===== config.mk =====
export PLATFORM = sky130hd
export DESIGN_NAME = haptic_pattern_sequencer
export DESIGN_NICKNAME = d
export VERILOG_FILES = /design/src/rtl/hps_pkg.sv /design/src/rtl/hps_front.sv /design/src/rtl/hps_queue.sv /design/src/rtl/hps_back.sv /design/src/rtl/haptic_pattern_sequencer.sv
export SDC_FILE = /design/constraint.sdc
export NUM_CORES = 1
export LEC_CHECK = 0
export ABC_AREA = 1
export BUFFER_PORTS_ARGS = -buffer_cell sky130_fd_sc_hd__clkbuf_2
export CORE_MARGIN = 3
export CORE_UTILIZATION = 36
export CTS_CLUSTER_DIAMETER = 80
export DETAILED_ROUTE_END_ITERATION = 7
export HOLD_SLACK_MARGIN = 0.1
export PLACE_DENSITY = 0.6
export SYNTH_ARGS = -nofsm -noshare
export SYNTH_HDL_FRONTEND = slang
export SYNTH_SLANG_ARGS = --single-unit

===== constraint.sdc =====
create_clock -name clk_i -period 3.7 [get_ports clk_i]
set_clock_uncertainty 0.2 [all_clocks]
set_input_delay 0.37 -clock clk_i [delete_from_list [all_inputs] [get_ports clk_i]]
set_output_delay 0.37 -clock clk_i [all_outputs]
set_load 0.01 [all_outputs]

===== src/rtl/hps_pkg.sv =====
// ----------------------------------------------------------------------------
// hps_pkg
// Shared types, codes and the preset pattern table of the haptic sequencer.
// ----------------------------------------------------------------------------
package hps_pkg;

  localparam int NUM_PADS_DEF  = 4;
  localparam int MAX_STEPS_DEF = 8;
  localparam int QUEUE_DEPTH   = 2;
  localparam int MAX_RESULTS   = 4;
  localparam int NUM_PRESETS   = 6;

  localparam int STEP_W = 4;
  localparam int DUR_W  = 10;
  localparam int CNT_W  = 3;

  localparam logic [STEP_W-1:0] STEP_SAT = '1;

  localparam logic [1:0] ACT_TICK  = 2'd0;
  localparam logic [1:0] ACT_BEGIN = 2'd1;
  localparam logic [1:0] ACT_STOP  = 2'd2;

  localparam logic CMD_START = 1'b0;
  localparam logic CMD_STOP  = 1'b1;

  localparam logic [2:0] PRESET_SMALL  = 3'd0;
  localparam logic [2:0] PRESET_MEDIUM = 3'd1;
  localparam logic [2:0] PRESET_SOLID  = 3'd2;
  localparam logic [2:0] PRESET_SHOT   = 3'd3;
  localparam logic [2:0] PRESET_SCORE  = 3'd4;
  localparam logic [2:0] PRESET_HYPER  = 3'd5;

  localparam logic [DUR_W-1:0] DUR_SMALL  = 10'h046;
  localparam logic [DUR_W-1:0] DUR_MEDIUM = 10'h0DE;
  localparam logic [DUR_W-1:0] DUR_SOLID  = 10'h1F4;
  localparam logic [DUR_W-1:0] DUR_SHOT   = 10'h14D;
  localparam logic [DUR_W-1:0] DUR_HYPER1 = 10'h0FA;
  localparam logic [DUR_W-1:0] DUR_GAP    = 10'h0C8;
  localparam logic [DUR_W-1:0] DUR_LONG   = 10'h3E7;

  typedef enum logic [1:0] {
    KIND_ON,
    KIND_OFF,
    KIND_END
  } step_kind_e;

  typedef enum logic [1:0] {
    OP_TICK,
    OP_BEGIN,
    OP_STOP
  } op_e;

  typedef struct packed {
    logic [1:0] action;
    logic [1:0] pad_index;
    logic [2:0] preset;
    logic [9:0] elapsed_ms;
  } in_item_t;

  typedef struct packed {
    logic [1:0] out_pad;
    logic       command;
    logic [9:0] duration_ms;
    logic       last;
  } out_item_t;

  typedef struct packed {
    op_e        op;
    logic [1:0] pad;
    logic [2:0] preset;
    logic [9:0] elapsed;
  } cmd_t;

  typedef struct packed {
    step_kind_e       kind;
    logic [DUR_W-1:0] dur;
  } step_ent_t;

  localparam step_ent_t END_STEP = '{kind: KIND_END, dur: '0};

  function automatic logic [STEP_W-1:0] sat_inc(logic [STEP_W-1:0] step);
    logic [STEP_W-1:0] r;
    r = (step == STEP_SAT) ? step : step + 1'b1;
    return r;
  endfunction

  function automatic step_ent_t fetch_step(logic [2:0] pat, logic [STEP_W-1:0] step);
    step_ent_t ent;
    ent = END_STEP;
    case (pat)
      PRESET_SMALL:  if (step == '0) ent = '{kind: KIND_ON, dur: DUR_SMALL};
      PRESET_MEDIUM: if (step == '0) ent = '{kind: KIND_ON, dur: DUR_MEDIUM};
      PRESET_SOLID:  if (step == '0) ent = '{kind: KIND_ON, dur: DUR_SOLID};
      PRESET_SHOT:   if (step == '0) ent = '{kind: KIND_ON, dur: DUR_SHOT};
      PRESET_SCORE:  if (step == '0) ent = '{kind: KIND_ON, dur: DUR_SOLID};
      PRESET_HYPER: begin
        case (step)
          4'd0:    ent = '{kind: KIND_ON,  dur: DUR_HYPER1};
          4'd1:    ent = '{kind: KIND_OFF, dur: DUR_GAP};
          4'd2:    ent = '{kind: KIND_ON,  dur: DUR_SOLID};
          4'd3:    ent = '{kind: KIND_OFF, dur: DUR_GAP};
          4'd4:    ent = '{kind: KIND_ON,  dur: DUR_LONG};
          default: ent = END_STEP;
        endcase
      end
      default: ent = END_STEP;
    endcase
    return ent;
  endfunction

endpackage


===== src/rtl/hps_front.sv =====
// ----------------------------------------------------------------------------
// hps_front
// Accepts input beats, drops the ones without effect and queues the rest.
// ----------------------------------------------------------------------------
module hps_front #(
  parameter int NUM_PADS = hps_pkg::NUM_PADS_DEF
) (
  input  logic             in_valid_i,
  output logic             in_stall_o,
  input  hps_pkg::in_item_t in_item_i,
  input  logic             q_full_i,
  output logic             q_push_o,
  output hps_pkg::cmd_t    q_item_o
);

  logic pad_ok;
  logic keep;

  always_comb begin
    pad_ok = 32'(in_item_i.pad_index) < NUM_PADS;
    keep   = 1'b0;
    q_item_o.op      = hps_pkg::OP_TICK;
    q_item_o.pad     = in_item_i.pad_index;
    q_item_o.preset  = in_item_i.preset;
    q_item_o.elapsed = in_item_i.elapsed_ms;
    case (in_item_i.action)
      hps_pkg::ACT_TICK: begin
        keep = 1'b1;
      end
      hps_pkg::ACT_BEGIN: begin
        q_item_o.op = hps_pkg::OP_BEGIN;
        keep = pad_ok && (32'(in_item_i.preset) < hps_pkg::NUM_PRESETS);
      end
      hps_pkg::ACT_STOP: begin
        q_item_o.op = hps_pkg::OP_STOP;
        keep = pad_ok;
      end
      default: keep = 1'b0;
    endcase
  end

  assign in_stall_o = q_full_i;
  assign q_push_o   = in_valid_i && !q_full_i && keep;

endmodule


===== src/rtl/hps_queue.sv =====
// ----------------------------------------------------------------------------
// hps_queue
// Short command queue between the front and the back.
// ----------------------------------------------------------------------------
module hps_queue #(
  parameter int DEPTH = hps_pkg::QUEUE_DEPTH
) (
  input  logic          clk_i,
  input  logic          rst_ni,
  input  logic          push_i,
  input  hps_pkg::cmd_t item_i,
  output logic          full_o,
  output logic          valid_o,
  output hps_pkg::cmd_t item_o,
  input  logic          pop_i
);

  localparam int PTR_W = (DEPTH > 1) ? $clog2(DEPTH) : 1;
  localparam int CNT_W = $clog2(DEPTH + 1);

  hps_pkg::cmd_t    mem_q [DEPTH];
  logic [PTR_W-1:0] wr_q, wr_d, rd_q, rd_d;
  logic [CNT_W-1:0] cnt_q, cnt_d;
  logic             do_push, do_pop;

  assign full_o  = (cnt_q == CNT_W'(DEPTH));
  assign valid_o = (cnt_q != '0);
  assign item_o  = mem_q[rd_q];
  assign do_push = push_i && !full_o;
  assign do_pop  = pop_i && valid_o;

  always_comb begin
    wr_d  = wr_q;
    rd_d  = rd_q;
    cnt_d = cnt_q;
    if (do_push) begin
      wr_d = (wr_q == PTR_W'(DEPTH - 1)) ? '0 : wr_q + 1'b1;
    end
    if (do_pop) begin
      rd_d = (rd_q == PTR_W'(DEPTH - 1)) ? '0 : rd_q + 1'b1;
    end
    if (do_push && !do_pop) begin
      cnt_d = cnt_q + 1'b1;
    end else if (do_pop && !do_push) begin
      cnt_d = cnt_q - 1'b1;
    end
  end

  always_ff @(posedge clk_i or negedge rst_ni) begin
    if (!rst_ni) begin
      wr_q  <= '0;
      rd_q  <= '0;
      cnt_q <= '0;
    end else begin
      wr_q  <= wr_d;
      rd_q  <= rd_d;
      cnt_q <= cnt_d;
    end
  end

  always_ff @(posedge clk_i) begin
    if (do_push) begin
      mem_q[wr_q] <= item_i;
    end
  end

endmodule


===== src/rtl/hps_back.sv =====
// ----------------------------------------------------------------------------
// hps_back
// Pad state and step engine: applies begin and stop, walks the pads on a tick
// one per cycle if not stalled; emits motor commands via an output register.
// ----------------------------------------------------------------------------
module hps_back #(
  parameter int NUM_PADS  = hps_pkg::NUM_PADS_DEF,
  parameter int MAX_STEPS = hps_pkg::MAX_STEPS_DEF
) (
  input  logic               clk_i,
  input  logic               rst_ni,
  input  logic               q_valid_i,
  input  hps_pkg::cmd_t      q_item_i,
  output logic               q_pop_o,
  output logic               out_valid_o,
  input  logic               out_stall_i,
  output hps_pkg::out_item_t out_item_o
);

  localparam int PAD_W  = (NUM_PADS > 1) ? $clog2(NUM_PADS) : 1;
  localparam int STEP_W = hps_pkg::STEP_W;
  localparam int DUR_W  = hps_pkg::DUR_W;
  localparam int CNT_W  = hps_pkg::CNT_W;

  localparam logic [1:0] ST_IDLE  = 2'd0;
  localparam logic [1:0] ST_TICK  = 2'd1;
  localparam logic [1:0] ST_FLUSH = 2'd2;

  logic [1:0]        state_q, state_d;
  logic [PAD_W-1:0]  pad_q, pad_d;
  logic [DUR_W-1:0]  elapsed_q, elapsed_d;
  logic [CNT_W-1:0]  cnt_q, cnt_d;
  logic              pend_valid_q, pend_valid_d;
  hps_pkg::out_item_t pend_q, pend_d;
  logic              out_valid_q, out_valid_d;
  hps_pkg::out_item_t out_q, out_d;

  logic [NUM_PADS-1:0] armed_q, armed_d;
  logic [NUM_PADS-1:0] waiting_q, waiting_d;
  logic [STEP_W-1:0]   step_q [NUM_PADS];
  logic [STEP_W-1:0]   step_d [NUM_PADS];
  logic [2:0]          pat_q [NUM_PADS];
  logic [2:0]          pat_d [NUM_PADS];
  logic [DUR_W-1:0]    rem_q [NUM_PADS];
  logic [DUR_W-1:0]    rem_d [NUM_PADS];

  logic              ev_armed, ev_wait, ev_res, ev_cmd, ev_run;
  logic [STEP_W-1:0] ev_step;
  logic [DUR_W-1:0]  ev_rem, ev_dur;
  hps_pkg::step_ent_t ent;

  logic              out_free, push, emit;
  hps_pkg::out_item_t push_item;
  logic [PAD_W-1:0]  cmd_pad;

  assign out_free    = !out_valid_q || !out_stall_i;
  assign out_valid_o = out_valid_q;
  assign out_item_o  = out_q;
  assign cmd_pad     = PAD_W'(q_item_i.pad);

  always_comb begin
    ev_armed = armed_q[pad_q];
    ev_wait  = waiting_q[pad_q];
    ev_step  = step_q[pad_q];
    ev_rem   = rem_q[pad_q];
    ev_res   = 1'b0;
    ev_cmd   = hps_pkg::CMD_STOP;
    ev_dur   = '0;
    ev_run   = 1'b0;
    if (ev_armed) begin
      if (ev_wait && (elapsed_q < ev_rem)) begin
        ev_rem = ev_rem - elapsed_q;
      end else begin
        ev_run = 1'b1;
        if (ev_wait) begin
          ev_rem  = '0;
          ev_wait = 1'b0;
          ev_step = hps_pkg::sat_inc(ev_step);
        end
      end
    end
    ent = hps_pkg::fetch_step(pat_q[pad_q], ev_step);
    if (32'(ev_step) >= MAX_STEPS) begin
      ent = hps_pkg::END_STEP;
    end
    if (ev_run) begin
      case (ent.kind)
        hps_pkg::KIND_ON: begin
          if (ent.dur != '0) begin
            ev_rem  = ent.dur;
            ev_wait = 1'b1;
            ev_res  = 1'b1;
            ev_cmd  = hps_pkg::CMD_START;
            ev_dur  = ent.dur;
          end else begin
            ev_step = hps_pkg::sat_inc(ev_step);
          end
        end
        hps_pkg::KIND_OFF: begin
          ev_res = 1'b1;
          if (ent.dur != '0) begin
            ev_rem  = ent.dur;
            ev_wait = 1'b1;
          end else begin
            ev_step = hps_pkg::sat_inc(ev_step);
          end
        end
        default: begin
          ev_res   = 1'b1;
          ev_armed = 1'b0;
          ev_wait  = 1'b0;
        end
      endcase
    end
  end

  always_comb begin
    state_d      = state_q;
    pad_d        = pad_q;
    elapsed_d    = elapsed_q;
    cnt_d        = cnt_q;
    pend_valid_d = pend_valid_q;
    pend_d       = pend_q;
    armed_d      = armed_q;
    waiting_d    = waiting_q;
    step_d       = step_q;
    pat_d        = pat_q;
    rem_d        = rem_q;
    q_pop_o      = 1'b0;
    push         = 1'b0;
    push_item    = pend_q;
    emit         = ev_res && (cnt_q < CNT_W'(hps_pkg::MAX_RESULTS));

    case (state_q)
      ST_IDLE: begin
        if (q_valid_i) begin
          case (q_item_i.op)
            hps_pkg::OP_BEGIN: begin
              armed_d[cmd_pad]   = 1'b1;
              waiting_d[cmd_pad] = 1'b0;
              step_d[cmd_pad]    = '0;
              pat_d[cmd_pad]     = q_item_i.preset;
              q_pop_o            = 1'b1;
            end
            hps_pkg::OP_STOP: begin
              if (out_free) begin
                armed_d[cmd_pad]      = 1'b0;
                waiting_d[cmd_pad]    = 1'b0;
                step_d[cmd_pad]       = '0;
                push                  = 1'b1;
                push_item.out_pad     = q_item_i.pad;
                push_item.command     = hps_pkg::CMD_STOP;
                push_item.duration_ms = '0;
                push_item.last        = 1'b1;
                q_pop_o               = 1'b1;
              end
            end
            hps_pkg::OP_TICK: begin
              elapsed_d = q_item_i.elapsed;
              pad_d     = '0;
              cnt_d     = '0;
              state_d   = ST_TICK;
              q_pop_o   = 1'b1;
            end
            default: q_pop_o = 1'b1;
          endcase
        end
      end
      ST_TICK: begin
        if (!emit || !pend_valid_q || out_free) begin
          armed_d[pad_q]   = ev_armed;
          waiting_d[pad_q] = ev_wait;
          step_d[pad_q]    = ev_step;
          rem_d[pad_q]     = ev_rem;
          if (emit) begin
            if (pend_valid_q) begin
              push           = 1'b1;
              push_item.last = 1'b0;
            end
            pend_valid_d       = 1'b1;
            pend_d.out_pad     = 2'(pad_q);
            pend_d.command     = ev_cmd;
            pend_d.duration_ms = ev_dur;
            pend_d.last        = 1'b0;
            cnt_d              = cnt_q + 1'b1;
          end
          if (pad_q == PAD_W'(NUM_PADS - 1)) begin
            state_d = ST_FLUSH;
          end else begin
            pad_d = pad_q + 1'b1;
          end
        end
      end
      ST_FLUSH: begin
        if (!pend_valid_q) begin
          state_d = ST_IDLE;
        end else if (out_free) begin
          push           = 1'b1;
          push_item.last = 1'b1;
          pend_valid_d   = 1'b0;
          state_d        = ST_IDLE;
        end
      end
      default: state_d = ST_IDLE;
    endcase

    out_valid_d = out_valid_q;
    out_d       = out_q;
    if (push) begin
      out_valid_d = 1'b1;
      out_d       = push_item;
    end else if (!out_stall_i) begin
      out_valid_d = 1'b0;
    end
  end

  always_ff @(posedge clk_i or negedge rst_ni) begin
    if (!rst_ni) begin
      state_q      <= ST_IDLE;
      pad_q        <= '0;
      cnt_q        <= '0;
      pend_valid_q <= 1'b0;
      out_valid_q  <= 1'b0;
      armed_q      <= '0;
      waiting_q    <= '0;
      for (int i = 0; i < NUM_PADS; i++) begin
        step_q[i] <= '0;
        pat_q[i]  <= '0;
        rem_q[i]  <= '0;
      end
    end else begin
      state_q      <= state_d;
      pad_q        <= pad_d;
      cnt_q        <= cnt_d;
      pend_valid_q <= pend_valid_d;
      out_valid_q  <= out_valid_d;
      armed_q      <= armed_d;
      waiting_q    <= waiting_d;
      step_q       <= step_d;
      pat_q        <= pat_d;
      rem_q        <= rem_d;
    end
  end

  always_ff @(posedge clk_i) begin
    elapsed_q <= elapsed_d;
    pend_q    <= pend_d;
    out_q     <= out_d;
  end

endmodule


===== src/rtl/haptic_pattern_sequencer.sv =====
// ----------------------------------------------------------------------------
// haptic_pattern_sequencer
// Multi-channel vibration pattern player with preset patterns in ROM.
// ----------------------------------------------------------------------------
// Input channel (in_valid_i / in_stall_o / in_item_i): tick, begin and stop
// beats. Beats that have no effect (bad pad, bad preset, unknown action) are
// accepted and dropped. A two-entry queue decouples input from the engine.
// Output channel (out_valid_o / out_stall_i / out_item_o): motor commands,
// with last set on the final command caused by one input beat. A tick gives
// zero to four commands, a stop exactly one, a begin none.
// Timing: a beat enters the queue the cycle it is accepted. Begin and stop are
// applied in the idle state as they are popped, a stop once the output
// register is free. A tick runs in steps: load, the pads one at a time through
// the single pad-state read path, release of the final command. A tick holds
// each command until the next one is made or the final step, so last can be
// marked; a released command appears the cycle after, in the output register.
// A stalled output holds its beat; the engine waits until the output register
// frees, and the input stalls once the queue is full.
// Reset clears every pad to disarmed at step 0 and empties queue and output.
// ----------------------------------------------------------------------------
module haptic_pattern_sequencer #(
  parameter int NUM_PADS  = hps_pkg::NUM_PADS_DEF,
  parameter int MAX_STEPS = hps_pkg::MAX_STEPS_DEF
) (
  input  logic               clk_i,
  input  logic               rst_ni,
  input  logic               in_valid_i,
  output logic               in_stall_o,
  input  hps_pkg::in_item_t  in_item_i,
  output logic               out_valid_o,
  input  logic               out_stall_i,
  output hps_pkg::out_item_t out_item_o
);

  logic          q_full, q_push, q_valid, q_pop;
  hps_pkg::cmd_t q_in, q_out;

  hps_front #(
    .NUM_PADS (NUM_PADS)
  ) u_front (
    .in_valid_i (in_valid_i),
    .in_stall_o (in_stall_o),
    .in_item_i  (in_item_i),
    .q_full_i   (q_full),
    .q_push_o   (q_push),
    .q_item_o   (q_in)
  );

  hps_queue #(
    .DEPTH (hps_pkg::QUEUE_DEPTH)
  ) u_queue (
    .clk_i   (clk_i),
    .rst_ni  (rst_ni),
    .push_i  (q_push),
    .item_i  (q_in),
    .full_o  (q_full),
    .valid_o (q_valid),
    .item_o  (q_out),
    .pop_i   (q_pop)
  );

  hps_back #(
    .NUM_PADS  (NUM_PADS),
    .MAX_STEPS (MAX_STEPS)
  ) u_back (
    .clk_i       (clk_i),
    .rst_ni      (rst_ni),
    .q_valid_i   (q_valid),
    .q_item_i    (q_out),
    .q_pop_o     (q_pop),
    .out_valid_o (out_valid_o),
    .out_stall_i (out_stall_i),
    .out_item_o  (out_item_o)
  );

endmodule


==> results of run 1 <==
-- metrics by stage --
| stage | instances | hold slack (ns) | instance area [um^2] |
|---|---|---|---|
| 2_1_floorplan | 951 | -0.126 | 8130 |
| 3_3_place_gp | 1304 | 0.220 | 9030 |
| 3_5_place_dp | 1304 | 0.226 | 9030 |
| 4_1_cts | 1359 | 0.110 | 9870 |
| 5_1_grt | 1378 | 0.146 | 10400 |
| 6_report | 1378 | 0.120 | 10400 |
-- worst max-delay path: cells and delay by family (launching register included) --
kind / cells / cell delay (ns)
DFF: 1 / 0.45
buffers and inverters: 8 / 1.19
adders and majority gates: 1 / 0.28
AOI/OAI and AO/OA: 3 / 0.29
and+or+nand+nor: 9 / 1.02
-- registers in the layout, summed over array words and instances, names as in the netlist, named ones only --
signal	cells
u_back.waiting_q	4
u_queue.wr_q	1
u_back.cnt_q	3
u_back.pat_q	12
u_back.out_valid_o	1
u_back.state_q	2
u_back.pad_q	2
u_back.pend_q	13
u_back.out_item_o	14
u_back.elapsed_q	10
u_queue.cnt_q	2
u_back.rem_q	40
u_queue.rd_q	1
u_queue.mem_q	34
u_back.pend_valid_q	1
u_back.step_q	16
-- Yosys cell counts (all sizes together) (7+ instances only) --
| cell type | number |
|---|---|
| nand4 | 10 |
| clkbuf | 15 |
| buf | 12 |
| edfxtp | 71 |
| ha | 20 |
| nor2 | 101 |
| o22ai | 14 |
| nand3 | 73 |
| inv | 99 |
| o21ai | 65 |
| a21oi | 25 |
| nand2 | 312 |
| or2 | 7 |
| dfrtp | 89 |
-- power by group --
group	switching, mW	leakage, nW	internal [mW]
Clock	0.801	0.281	0.948
Combinational	3.83	2.86	2.46
Sequential	0.282	1.80	2.49
-- cells by family after synthesis --
group	after synthesis	synth area share [%]
simple gates	510	26.6
flops	160	53.6
buf+inv	129	6.68
compound gates	123	8.90
fa+ha+maj	21	3.33
xor+xnor	8	0.862
-- cell type report --
class | instances | area (um^2)
clock inverters | 15 | 153
well taps | 280 | 350
fillers | 2061 | 11600
inverters | 102 | 423
flip-flops and latches | 160 | 4360
repair buffers | 142 | 1160
clock buffers | 17 | 425
multi-input cells | 662 | 3540
-- path summary, 6_finish.rpt --
kind | slack (ns) | cells past startpoint | from | end
setup / recovery | 0.13 | 21 | u_back.pad_q[0] | u_back.rem_q[26]
hold / removal | 0.12 | 3 | out_stall_i | u_back.out_valid_o
setup reg to reg | 0.13 | 21 | u_back.pad_q[0] | u_back.rem_q[26]
hold reg to reg | 0.28 | 2 | u_back.waiting_q[1] | u_back.waiting_q[1]
max in group asynchronous | 2.23 | 3 | rst_ni | u_back.step_q[9]
min in group asynchronous | 0.29 | 2 | rst_ni | u_back.pend_valid_q
-- what timing repair did --
action	CTS	global route
setup buffers	3	18
gates resized for setup	10	89
gates cloned	0	1
pin swaps	2	28
endpoints found under the hold margin	78	0
endpoints found under the setup margin	58	91
hold buffers	20	0
-- cells in the final DEF, fill, tap and decap left out, types with 9 or more instances in the layout --
| master | instances |
|---|---|
| nor2_1 | 88 |
| clkbuf_16 | 18 |
| edfxtp_1 | 71 |
| ha_1 | 16 |
| buf_4 | 73 |
| a21oi_1 | 20 |
| inv_1 | 88 |
| o21ai_1 | 11 |
| nand2_2 | 23 |
| nor2_2 | 9 |
| dfrtp_1 | 87 |
| nand4_1 | 9 |
| o22ai_2 | 9 |
| nand2_4 | 10 |
| o21ai_0 | 49 |
| nand3_1 | 65 |
| clkbuf_2 | 35 |
| dlygate4sd3_1 | 20 |
| nand2_1 | 279 |
-- layer usage --
metal  GRT usage (%)  wire (um)
met1            24.4       9870
met4            5.04        283
met5               0          0
met2            26.6       9420
met3            2.85        985
==> impl_metrics.py, run 1 <==
metrics = {
    "place": {
        "gp_congestion": 0.861,
        "place_ws_ns": -0.103,
        "port_buffers": 36,
        "hpwl_um": 14200,
    },
    "global_route": {
        "grt_pass1_vias": 6352,
        "grt_max_degree": 46,
        "grt_usage_pct": 17.0,
        "grt.overflow.total": 0,
        "grt_pass1_wl_um": 33000,
        "antenna_found_initial": 0,
    },
    "clock_tree": {
        "htreeDepth": 4,
        "cts_max_path_buffers": 2,
        "cts-root-buf": "clkbuf_16",
        "cts.sinks": 160,
        "cts_made_buffers": 17,
        "cts_tree": "done",
        "clk_latency_ns": 0.43,
        "cts.clk_slew.worst_paths_ns": 0.07,
    },
    "min_path": {
        "hp-class": "input pin to flip-flop",
    },
    "cells_and_area": {
        "final_util_pct": 47.3,
        "fin_nets": 1127,
        "areaGrowthSynthToFinish_pct": 28.2,
        "drive_above_1_share_pct": 23.2,
        "antenna_cells": 0,
    },
    "critical_path": {
        "worst_path_largest_cell_delay_ns": 0.45,
        "critPathCaptureType": "flip-flop",
        "cp_slowest_cell": "dfrtp_2",
        "path_class": "flip-flop to flip-flop",
        "crit_fanout": 12,
        "startpoint_type": "flip-flop",
        "required_ns": 3.80,
        "worstPathCellList": "clkbuf_16 > buf_4 > a21oi_2 > a32oi_2 > buf_4 > buf_4 > ha_1 > nand2_1 > nor2_1 > nand3_2 > nand3_1 > nand2_2 > buf_6 > nor2_1 > nand2_1 > buf_4 > nand2_1 > clkinvlp_4 > buf_12 > nor2_1 > a31oi_1",
        "crit_top_cell": "buf_4",
        "cp.arrival_ns": 3.68,
    },
    "yosys": {
        "netlist_area_um2": 8130,
        "ys_top_cells_by_area": "dfrtp_1 27%, edfxtp_1 26%, nand2_1 14%, nor2_1 4.4%, inv_1 4.3%",
        "synth_seq_cells": 160,
        "synth_edf_count": 71,
        "syn-instance-count": 951,
        "synth_nets": 993,
        "ys.flop_type": "dfrtp_1",
        "seq_area_frac_synth_pct": 53.6,
        "synth-async-reset-ratio_pct": 55.6,
        "yosysTopAreaCell": "dfrtp_1",
        "synth_warnings": 0,
        "synth_top_area_share_pct": 27.4,
        "synth.distinct_cells": 47,
        "syn_area_per_cell_um2": 8.55,
    },
    "drt": {
        "wl_per_cell_um": 14.9,
        "drc_errors": 0,
        "drt_pass1_iterations": 7,
        "wl_um": 20600,
        "ant_nets": 0,
        "drt_iter0_drc": 509,
        "via_count": 6799,
        "vias_per_cell": 4.93,
    },
    "sta": {
        "drv_slew": 0,
        "fin_ws_ns": 0.128,
        "hold_violations": 0,
        "fin_crit_ns": 3.57,
        "tns_ns": 0,
        "finalCritPeriodShare_pct": 96.5,
        "max_freq_ghz": 0.280,
        "tightest_slew_ns": 0.828,
        "maxSlewHeadroom_pct": 44.2,
        "setup_viol": 0,
    },
    "die": {
        "die_area_um2": 24400,
        "core_um2": 22000,
        "start_util_pct": 36.9,
        "ioPinCount": 37,
        "die_y_um": 156,
        "dieWidth_um": 156,
        "rows": 54,
    },
    "pwr": {
        "p_per_area_nw_per_um2": 1040,
        "leakage_nw": 4.95,
        "irDropWorstVdd_mv": 0.515,
        "p_total_mw": 10.8,
    },
    "run": {
        "max_cap_viol_count": 0,
    },
    "status": {
        "run_status": "finished, final reports clean",
    },
}
No activity file was read; power rests on OpenSTA's default activity.
==> inputs of run 2 (changes only) <==
--- a/config.mk
+++ b/config.mk
@@ -12,7 +12,7 @@
 export CTS_CLUSTER_DIAMETER = 80
 export DETAILED_ROUTE_END_ITERATION = 7
 export HOLD_SLACK_MARGIN = 0.1
-export PLACE_DENSITY = 0.6
+export PLACE_DENSITY = 0.58
 export SYNTH_ARGS = -nofsm -noshare
 export SYNTH_HDL_FRONTEND = slang
 export SYNTH_SLANG_ARGS = --single-unit
==> constraint.sdc (replaced) <==
create_clock -name clk_i -period 4.4 [get_ports clk_i]
set_clock_uncertainty 0.2 [all_clocks]
set_input_delay 0.44 -clock clk_i [delete_from_list [all_inputs] [get_ports clk_i]]
set_output_delay 0.44 -clock clk_i [all_outputs]
set_load 0.01 [all_outputs]
==> run 2 against run 1 <==
Against the previous run:
- largest power group unchanged
- flip-flop and latch count stayed put
- non-clock buffer count is 72 lower
- highest routed layer unchanged
- critical path type unchanged
- die area stayed put
==> impl_metrics.py, run 2 (synthesized netlist as in run 1, its figures left out) <==
metrics = {
    "clock_tree": {
        "cts.clk_slew.worst_paths_ns": 0.06,
        "cts_made_buffers": 17,
        "cts_max_path_buffers": 2,
        "clk_latency_ns": 0.43,
        "cts.sinks": 160,
        "cts-root-buf": "clkbuf_16",
        "htreeDepth": 4,
        "cts_tree": "done",
        "post_cts_buffers": 0,
    },
    "die": {
        "start_util_pct": 36.9,
        "ioPinCount": 37,
        "rows": 54,
        "core_um2": 22000,
        "dieWidth_um": 156,
        "die_area_um2": 24400,
        "die_y_um": 156,
    },
    "global_route": {
        "grt_pass1_vias": 6231,
        "antenna_found_initial": 0,
        "grt_max_degree": 61,
        "grt_pass1_wl_um": 32700,
        "grt_usage_pct": 16.9,
        "grt.overflow.total": 0,
    },
    "pwr": {
        "p_sw_mw": 3.68,
        "leakage_nw": 4.53,
        "p_int_mw": 4.29,
        "power_frac_comb_pct": 51.3,
        "seq_power_share_pct": 29.8,
        "irDropWorstVdd_mv": 0.366,
        "pwr-share-clk_pct": 19.0,
        "switching_share_pct": 46.2,
        "p_per_area_nw_per_um2": 848,
    },
    "min_path": {
        "hold_path_depth": 2,
        "hp-class": "input pin to flip-flop",
    },
    "place": {
        "dp.cells": 1257,
        "port_buffers": 36,
        "hpwl_um": 13800,
        "gp_congestion": 0.856,
    },
    "critical_path": {
        "cp.arrival_ns": 4.26,
        "worstPathCellList": "buf_4 > o21ai_0 > o22ai_1 > ha_1 > nand2_1 > inv_1 > nand2_1 > nand2_1 > nand2_1 > nand3_1 > nand3_1 > nand2_2 > o21ai_2 > buf_4 > nand4_4 > nand2_2 > nand2_2 > buf_4 > nand2_2 > nand3_1 > nand2_1",
        "reg2reg_depth": 21,
        "cp_slowest_cell": "dfrtp_1",
        "crit_top_cell": "nand2_1",
        "worst_path_largest_cell_delay_ns": 0.52,
        "startpoint_type": "flip-flop",
        "path_class": "flip-flop to flip-flop",
        "required_ns": 4.56,
        "critPathCaptureType": "flip-flop",
        "crit_fanout": 17,
    },
    "sta": {
        "maxSlewHeadroom_pct": 37.6,
        "drv_slew": 0,
        "max_freq_ghz": 0.244,
        "hold_violations": 0,
        "finalCritPeriodShare_pct": 93.1,
        "rsz0062_at_grt": "no",
        "fin_crit_ns": 4.10,
        "tns_ns": 0,
        "tightest_slew_ns": 0.936,
        "setup_viol": 0,
    },
    "cells_and_area": {
        "final_cell_mix": "298 x nand2_1, 95 x nor2_1, 93 x inv_1, 89 x dfrtp_1, 71 x edfxtp_1",
        "fillers": 2204,
        "drive_above_1_share_pct": 12.2,
        "largest_reg_flops": 40,
        "top_regs": "u_back.rem_q (40), u_queue.mem_q (34), u_back.step_q (16)",
        "areaGrowthSynthToFinish_pct": 15.6,
        "top_register": "u_back.rem_q",
        "fin_nets": 1055,
        "final_cell_count_no_fill": 1306,
        "layout_commonest_cell": "nand2_1",
        "antenna_cells": 0,
    },
    "drt": {
        "vias_per_cell": 4.93,
        "wl_um": 19600,
        "drt_iter0_drc": 457,
        "via_count": 6440,
        "wl_per_cell_um": 15.0,
        "drt_pass1_iterations": 5,
        "ant_nets": 0,
        "drc_errors": 0,
    },
    "status": {
        "run_status": "finished, final reports clean",
    },
    "run": {
        "max_cap_viol_count": 0,
    },
}
==> run 2: path summary, 6_finish.rpt <==
check                                  startpoint              endpoint  slack [ns]
max in group asynchronous                  rst_ni      u_back.step_q[4]        2.68
worst max-delay path              u_back.pad_q[0]      u_back.rem_q[25]        0.30
worst min-delay path                in_item_i[16]  u_queue.mem_q[1][15]        0.12
worst max register to register    u_back.pad_q[0]      u_back.rem_q[25]        0.30
min in group asynchronous                  rst_ni      u_queue.cnt_q[0]        0.42
worst min register to register  u_back.step_q[13]     u_back.step_q[13]        0.27
==> run 2: cell type report <==
cell class / instances / area [um^2] / share of cell area [%]
Sequential cell: 160 / 4360 / 46.4
Clock inverter: 10 / 136 / 1.45
Tap cell: 280 / 350 / 3.73
Timing Repair Buffer: 70 / 480 / 5.11
Multi-Input combinational cell: 662 / 3230 / 34.4
Inverter: 102 / 388 / 4.13
Clock buffer: 22 / 454 / 4.83
==> run 2: routing by layer <==
| layer | global-route usage (%) | share of wire [%] | vias to the layer above |
|---|---|---|---|
| met1 | 23.6 | 48 | 3002 |
| li1 | - | - | 3233 |
| met5 | 0 | 0 | - |
| met4 | 4.42 | 1.2 | 0 |
| met3 | 3.26 | 5.4 | 21 |
| met2 | 27.2 | 45 | 184 |
==> run 2: repair_timing <==
action	in CTS	in global routing
setup endpoints to repair	0	22
hold buffers	17	0
endpoints found under the hold margin	91	0
resized for setup	0	2
==> run 2: worst max-delay path, delay by kind of cell (launching register included) <==
| family | cells | cell delay (ns) |
|---|---|---|
| flip-flops | 1 | 0.52 |
| adder cells (fa/ha/maj) | 1 | 0.34 |
| AND/OR/NAND/NOR | 13 | 1.44 |
| buffers and inverters | 4 | 0.78 |
| AO/OA/AOI/OAI | 3 | 0.74 |
==> run 2: per-stage QoR <==
| stage | setup slack (ns) | instance area, um^2 | utilization, % | power, mW | hold WS, ns |
|---|---|---|---|---|---|
| global placement | 0.325 | 8640 | 39.2 | 6.38 | 0.257 |
| finish | 0.302 | 9400 | 42.7 | 7.97 | 0.122 |
| floorplan | 0.512 | 8130 | - | 5.35 | -0.0556 |
| CTS | 0.267 | 9400 | 42.7 | 7.97 | 0.106 |
| global route | 0.00230 | 9400 | 42.7 | 8.66 | 0.126 |
| detailed placement | 0.300 | 8640 | 39.2 | 6.41 | 0.260 |
==> run 2: power by group through the flow <==
stage	Clock [mW]	Combinational, mW	Sequential (mW)
final	1.51	4.09	2.37
after CTS	1.54	4.06	2.37
after floorplan	0	3.04	2.32
after detailed placement	0	4.03	2.38
after global routing	1.60	4.64	2.42
after global placement	0	3.99	2.39
